### config.mk
export PLATFORM = sky130hd
export DESIGN_NAME = tpd_ctrl
export DESIGN_NICKNAME = d
export VERILOG_FILES = /design/src/hdl/tpd_pkg.sv /design/src/hdl/tpd_ctrl.sv
export SDC_FILE = /design/constraint.sdc
export NUM_CORES = 1
export LEC_CHECK = 0
export ABC_AREA = 0
export BUFFER_PORTS_ARGS = -buffer_cell sky130_fd_sc_hd__buf_2
export CORE_MARGIN = 10
export CORE_UTILIZATION = 45
export DETAILED_ROUTE_END_ITERATION = 8
export HOLD_SLACK_MARGIN = 0.1
export PLACE_DENSITY = 0.74
export SLEW_MARGIN = 5
export SYNTH_ARGS = -nofsm -noshare
export SYNTH_HDL_FRONTEND = slang
export SYNTH_SLANG_ARGS = --single-unit
### constraint.sdc
create_clock -name clk -period 2.03 [get_ports clk]
set_clock_uncertainty 0.2 [all_clocks]
set_input_delay 0.203 -clock clk [delete_from_list [all_inputs] [get_ports clk]]
set_output_delay 0.203 -clock clk [all_outputs]
set_load 0.02 [all_outputs]
### src/hdl/tpd_pkg.sv
package tpd_pkg;

  localparam int unsigned CHANNELS     = 16;
  localparam int unsigned BUFFER_BYTES = 256;

  typedef enum logic [2:0] {
    ST_OK         = 3'd0,
    ST_NO_SPACE   = 3'd1,
    ST_TABLE_FULL = 3'd2,
    ST_TOO_LITTLE = 3'd3,
    ST_UNKNOWN    = 3'd4
  } status_t;

  localparam logic CMD_ENQ = 1'b0;
  localparam logic CMD_DEQ = 1'b1;

  // controller -> datapath commands
  typedef struct packed {
    logic load;       // capture input item
    logic search;     // compare one table entry
    logic alloc;      // allocate new channel
    logic ptr_rd;     // latch count and read or write pointer of chosen channel
    logic wr_byte;    // write one byte to store
    logic rd_byte;    // issue one store read
    logic cap_byte;   // capture read data
    logic commit_enq; // update count/pointer after enqueue
    logic commit_deq; // update count/pointer after dequeue
    logic emit;       // drive result
    status_t status;
  } tpd_cmd_t;

  // datapath -> controller status
  typedef struct packed {
    logic cmd;
    logic search_hit;
    logic search_end;
    logic table_full;
    logic no_space;
    logic len_zero;
    logic ch_unknown;
    logic too_little;
    logic last_byte;
  } tpd_stat_t;

endpackage

### src/hdl/tpd_ctrl.sv
module tpd_ctrl (
  input  logic               clk,
  input  logic               rst_n,
  input  logic               start,
  output logic               busy,
  output logic               out_valid,
  output tpd_pkg::tpd_cmd_t  ctl,
  input  tpd_pkg::tpd_stat_t sts
);

  typedef enum logic [8:0] {
    S_IDLE   = 9'b000000001,
    S_SEARCH = 9'b000000010,
    S_PTR    = 9'b000000100,
    S_CHECK  = 9'b000001000,
    S_WRITE  = 9'b000010000,
    S_READ   = 9'b000100000,
    S_CAP    = 9'b001000000,
    S_COMMIT = 9'b010000000,
    S_EMIT   = 9'b100000000
  } state_t;

  state_t state_r, state_nxt;
  tpd_pkg::status_t st_r, st_nxt;
  logic valid_r;

  assign busy      = (state_r != S_IDLE);
  assign out_valid = valid_r;

  always_comb begin
    state_nxt = state_r;
    st_nxt    = st_r;
    ctl       = '0;
    ctl.status = st_r;
    unique case (state_r)
      S_IDLE: if (start) begin
        ctl.load  = 1'b1;
        state_nxt = S_SEARCH;
      end
      S_SEARCH: begin
        if (sts.cmd == tpd_pkg::CMD_DEQ) begin
          if (sts.ch_unknown) begin
            st_nxt = tpd_pkg::ST_UNKNOWN;
            state_nxt = S_EMIT;
          end else state_nxt = S_PTR;
        end else begin
          ctl.search = 1'b1;
          if (sts.search_hit) state_nxt = S_PTR;
          else if (sts.search_end) begin
            if (sts.table_full) begin
              st_nxt = tpd_pkg::ST_TABLE_FULL;
              state_nxt = S_EMIT;
            end else begin
              ctl.search = 1'b0;
              ctl.alloc  = 1'b1;
              state_nxt  = S_PTR;
            end
          end
        end
      end
      S_PTR: begin
        ctl.ptr_rd = 1'b1;
        state_nxt  = S_CHECK;
      end
      S_CHECK: begin
        st_nxt = tpd_pkg::ST_OK;
        if (sts.cmd == tpd_pkg::CMD_DEQ) begin
          if (sts.too_little) begin
            st_nxt = tpd_pkg::ST_TOO_LITTLE;
            state_nxt = S_EMIT;
          end else state_nxt = S_READ;
        end else if (sts.no_space) begin
          st_nxt = tpd_pkg::ST_NO_SPACE;
          state_nxt = S_EMIT;
        end else if (sts.len_zero) state_nxt = S_COMMIT;
        else state_nxt = S_WRITE;
      end
      S_WRITE: begin
        ctl.wr_byte = 1'b1;
        if (sts.last_byte) state_nxt = S_COMMIT;
      end
      S_READ: begin
        ctl.rd_byte = 1'b1;
        state_nxt   = S_CAP;
      end
      S_CAP: begin
        ctl.cap_byte = 1'b1;
        state_nxt = sts.last_byte ? S_COMMIT : S_READ;
      end
      S_COMMIT: begin
        if (sts.cmd == tpd_pkg::CMD_DEQ) ctl.commit_deq = 1'b1;
        else ctl.commit_enq = 1'b1;
        state_nxt = S_EMIT;
      end
      S_EMIT: begin
        ctl.emit  = 1'b1;
        state_nxt = S_IDLE;
      end
      default: state_nxt = S_IDLE;
    endcase
  end

  // hold state, strobe in the cycle after emit
  always_ff @(posedge clk) begin
    if (!rst_n) begin
      state_r <= S_IDLE;
      st_r    <= tpd_pkg::ST_OK;
      valid_r <= 1'b0;
    end else begin
      state_r <= state_nxt;
      st_r    <= st_nxt;
      valid_r <= ctl.emit;
    end
  end

endmodule

* After elaboration in Yosys (flattened, before gate mapping)
Index checks and enable logic that the tools add are counted.
Storage, ports and cells: register bits after elaboration 13, output and inout port bits 15, bits of input ports 12
Operators by class: reduce and logical (&&, ||, !) cells 3, mux-type cells 37, equality and inequality tests 17
Operator list (count):
- $mux W9 | 10
- $pmux W9 S8 | 1
- $mux W3 | 6
- $mux W8 | 2
- $mux W2 | 7
- $ne A3 B3 Y1 const B | 4
- $mux W1 | 10
- $eq A9 B1 Y1 const B | 1
- $eq A9 B2 Y1 const B | 1
- $eq A9 B3 Y1 const B | 1
- $eq A9 B4 Y1 const B | 1
- $eq A9 B5 Y1 const B | 1
- $eq A9 B6 Y1 const B | 1
- $eq A9 B7 Y1 const B | 1
- $eq A9 B8 Y1 const B | 1
- $eq A9 B9 Y1 const B | 1
- $ne A9 B1 Y1 const B | 1
- $pmux W3 S2 | 1
- $reduce_and A5 Y1 | 1
- $ne A2 B2 Y1 const B | 2
- $ne A4 B4 Y1 const B | 1
- $reduce_and A3 Y1 | 1
- $reduce_bool A2 Y1 | 1

* Logic depth before layout (Yosys ltp)
depth in word-level cells 5, depth in mapped cells 6

* Worst setup path after synthesis
OpenSTA, ideal clock, no wires.
path type reg2reg, start reg state_r[2], end reg state_r[6], cell stages (with the launch flop) 7, slack -0.272 ns, setup time 0.060 ns, path buffers 2, arrival 2.042 ns, cell sequence dfxtp_1 > buf_6 > or3_1 > or4_1 > buf_6 > nor4b_2 > o211a_1
On the way: word-level cells in the longest chain between the ends 3, elaborated cells between the ends (all ways) 13
RTL lines:
- start, declared | RTL line tpd_ctrl.sv:23 | state_t state_r, state_nxt;
- start signal, assigned | RTL line tpd_ctrl.sv:110 | state_r <= state_nxt;
- $eq A9 B2 Y1, or another cell as far along | RTL line tpd_ctrl.sv:35 | unique case (state_r)
- $ne A4 B4 Y1 (no source line) or $ne A2 B2 Y1 (tied branches)
- $reduce_and A3 Y1 (no source line)
Parallel ways exist; a longest one is shown, timed or not. A chain may end at the register's enable or synchronous reset.

==> flow_metrics.env <==
export IMPL_outcome="finished, violations left"
export IMPL_violations="negative setup slack"
export IMPL_clk_path_buf_depth=2
export IMPL_cts_buffers=3
export IMPL_finalCritPeriodShare_pct=114
export IMPL_endpoint_kind="primary output"
export IMPL_fmaxAchievable_mhz=431
export IMPL_grt_pass1_vias=1119
export IMPL_synth_nets=118
export IMPL_gr_total_overflow=0
export IMPL_ys_warn_count=0
export IMPL_powerDensity_nw_per_um2=486
export IMPL_cp_max_fo=3
export IMPL_fin_cells=192
export IMPL_syn2layout_area_growth_pct=66.0
export IMPL_synth_avg_cell_area_um2=8.62
export IMPL_synth_seq_cells=13
export IMPL_synthFlopType="dfxtp_1"
export IMPL_synthTopCellsByArea="dfxtp_1 28%, nor2_1 3.7%, mux2_2 3.7%, nor3_1 3.3%, or4_1 3.3%"
export IMPL_utilization_pct=78.1
export IMPL_drtAntennaViolNets=0
export IMPL_async_reset_ff_share_pct=0
export IMPL_core_um2=1940
export IMPL_placed_cell_area_um2=1190
export IMPL_drt_pass1_iterations=4
export IMPL_place_ws_ns=-0.100
export IMPL_tns_ns=-1.89
export IMPL_die_h_um=65.1
export IMPL_numClockSinks=13
export IMPL_gr_usage_all_layers_pct=14.8
export IMPL_hold_viol=0
export IMPL_h_tree_depth=1
export IMPL_syn_area_um2=913
export IMPL_startpoint_type="flip-flop"
export IMPL_cts_tree="done"
export IMPL_drc=0
export IMPL_ys_types=45
export IMPL_vias=1086
export IMPL_worstMarginPinSlew_ns=0.339
export IMPL_ioPinCount=27
export IMPL_start_util_pct=47.0
export IMPL_p_leak_nw=0.642
export IMPL_ff2ff_setup_slack_ns=-0.19
export IMPL_syn_inst=106
export IMPL_grt_max_degree=15
export IMPL_grt_pass1_wl_um=5130
export IMPL_final_nets=178
export IMPL_rows=16
export IMPL_antenna_found_initial=0
export IMPL_dp_cells=172
export IMPL_clock_latency_ns=0.27
export IMPL_p_total_uw=738
export IMPL_synth_edff_count=0
export IMPL_cts_root_buf="clkbuf_4"
export IMPL_vdd_drop_max_v=0.000477
export IMPL_gp_congestion=0.861
export IMPL_via_per_inst=5.66
export IMPL_yosysTopAreaCell="dfxtp_1"
export IMPL_drt_total_wl_um=3280
export IMPL_wl_per_cell_um=17.1
export IMPL_path_class="reg2out"
export IMPL_slew_headroom_pct=77.4
export IMPL_yosysTopAreaCellShare_pct=28.5
export IMPL_hold_depth=4
export IMPL_hpwl_um=2110
export IMPL_cp_arrival_ns=1.92
export IMPL_final_common_cell="buf_4"
export IMPL_die_area_um2=4230
export IMPL_fin_ws_ns=-0.289
export IMPL_hp_class="in2reg"
export IMPL_whs_ns=0.155
export IMPL_die_w_um=65.1
export IMPL_period_minus_slack_ns=2.32
export IMPL_max_cap_viol_count=0
export IMPL_antenna_cells=0
export IMPL_drt_iter0_drc=22
export IMPL_required_ns=1.63
export IMPL_worstRegToRegCells=5
export IMPL_port_buffers=26
export IMPL_final_cell_mix="32 x buf_4, 17 x buf_2, 9 x dfxtp_1"
export IMPL_slew_viol_final=0
export IMPL_seq_area_frac_synth_pct=28.5
export IMPL_setup_viol=13
export IMPL_rsz0062_at_grt="true"
export IMPL_final_cell_area_um2=1520
export IMPL_drive_above_1_share_pct=57.6
export IMPL_clk_pin_slew_ns=0.08
==> worst max-delay path, stage by stage (launching register included) <==
cell	delay [ns]
dfxtp_1	0.32
or3_4	0.39
or4_4	0.46
nor4b_4	0.29
buf_4	0.18
==> cell type report <==
type | count | area [um^2]
clock buffers | 4 | 26.3
fillers | 141 | 425
well taps | 27 | 33.8
repair buffers | 60 | 452
inverters | 5 | 22.5
flip-flops and latches | 13 | 268
multi-input cells | 83 | 714
==> where the power goes <==
| group | internal [mW] | switching (mW) | total (mW) |
|---|---|---|---|
| clock | 0.0761 | 0.0793 | 0.155 |
| combinational | 0.150 | 0.158 | 0.307 |
| sequential | 0.266 | 0.00852 | 0.275 |
| total | 0.492 | 0.245 | 0.738 |
==> path summary, 6_finish.rpt <==
kind,start,end
max,state_r[0],ctl[7]
min reg2reg,st_r[2],st_r[2]
min,sts[1],state_r[5]
max reg2reg,state_r[0],state_r[4]
==> sequential cells by signal (all words and copies together), names as in the netlist <==
register and cells:
out_valid 1, st_r 3, state_r 9
==> cells in the mapped netlist (3+ instances only) <==
library cell / n
or4_1: 4
nand2b_1: 3
nor2_1: 9
nand4_1: 3
nor3_1: 6
dfxtp_1: 13
mux2_2: 3
o21ai_0: 3
a21oi_1: 5
inv_1: 5
nand2_1: 7
==> layer usage <==
| metal | up-vias | wire length [um] | GRT usage, % |
|---|---|---|---|
| met3 | 8 | 157 | 3.09 |
| met4 | 0 | 75 | 5.88 |
| met2 | 37 | 1690 | 26.0 |
| met1 | 523 | 1350 | 17.0 |
| li1 | 518 | - | - |
| met5 | - | 0 | 0 |
==> what timing repair did <==
item                                    4_1_cts  5_1_grt
endpoints found under the hold margin         5        0
setup buffers                                 6        5
hold buffers                                  5        0
endpoints found under the setup margin       16       18
pin swaps                                     5        5
resized for setup                            21       20
==> logic make-up (layout without fill, tap and decap cells) <==
family,Yosys count,count (layout),synth area share (%)
mux,3,3,3.70
flops,13,13,28.5
compound gates,23,23,18.9
buf+inv,10,69,6.44
xor+xnor,2,2,1.92
simple gates,55,55,40.5
Power figures use the tool's default switching activity.
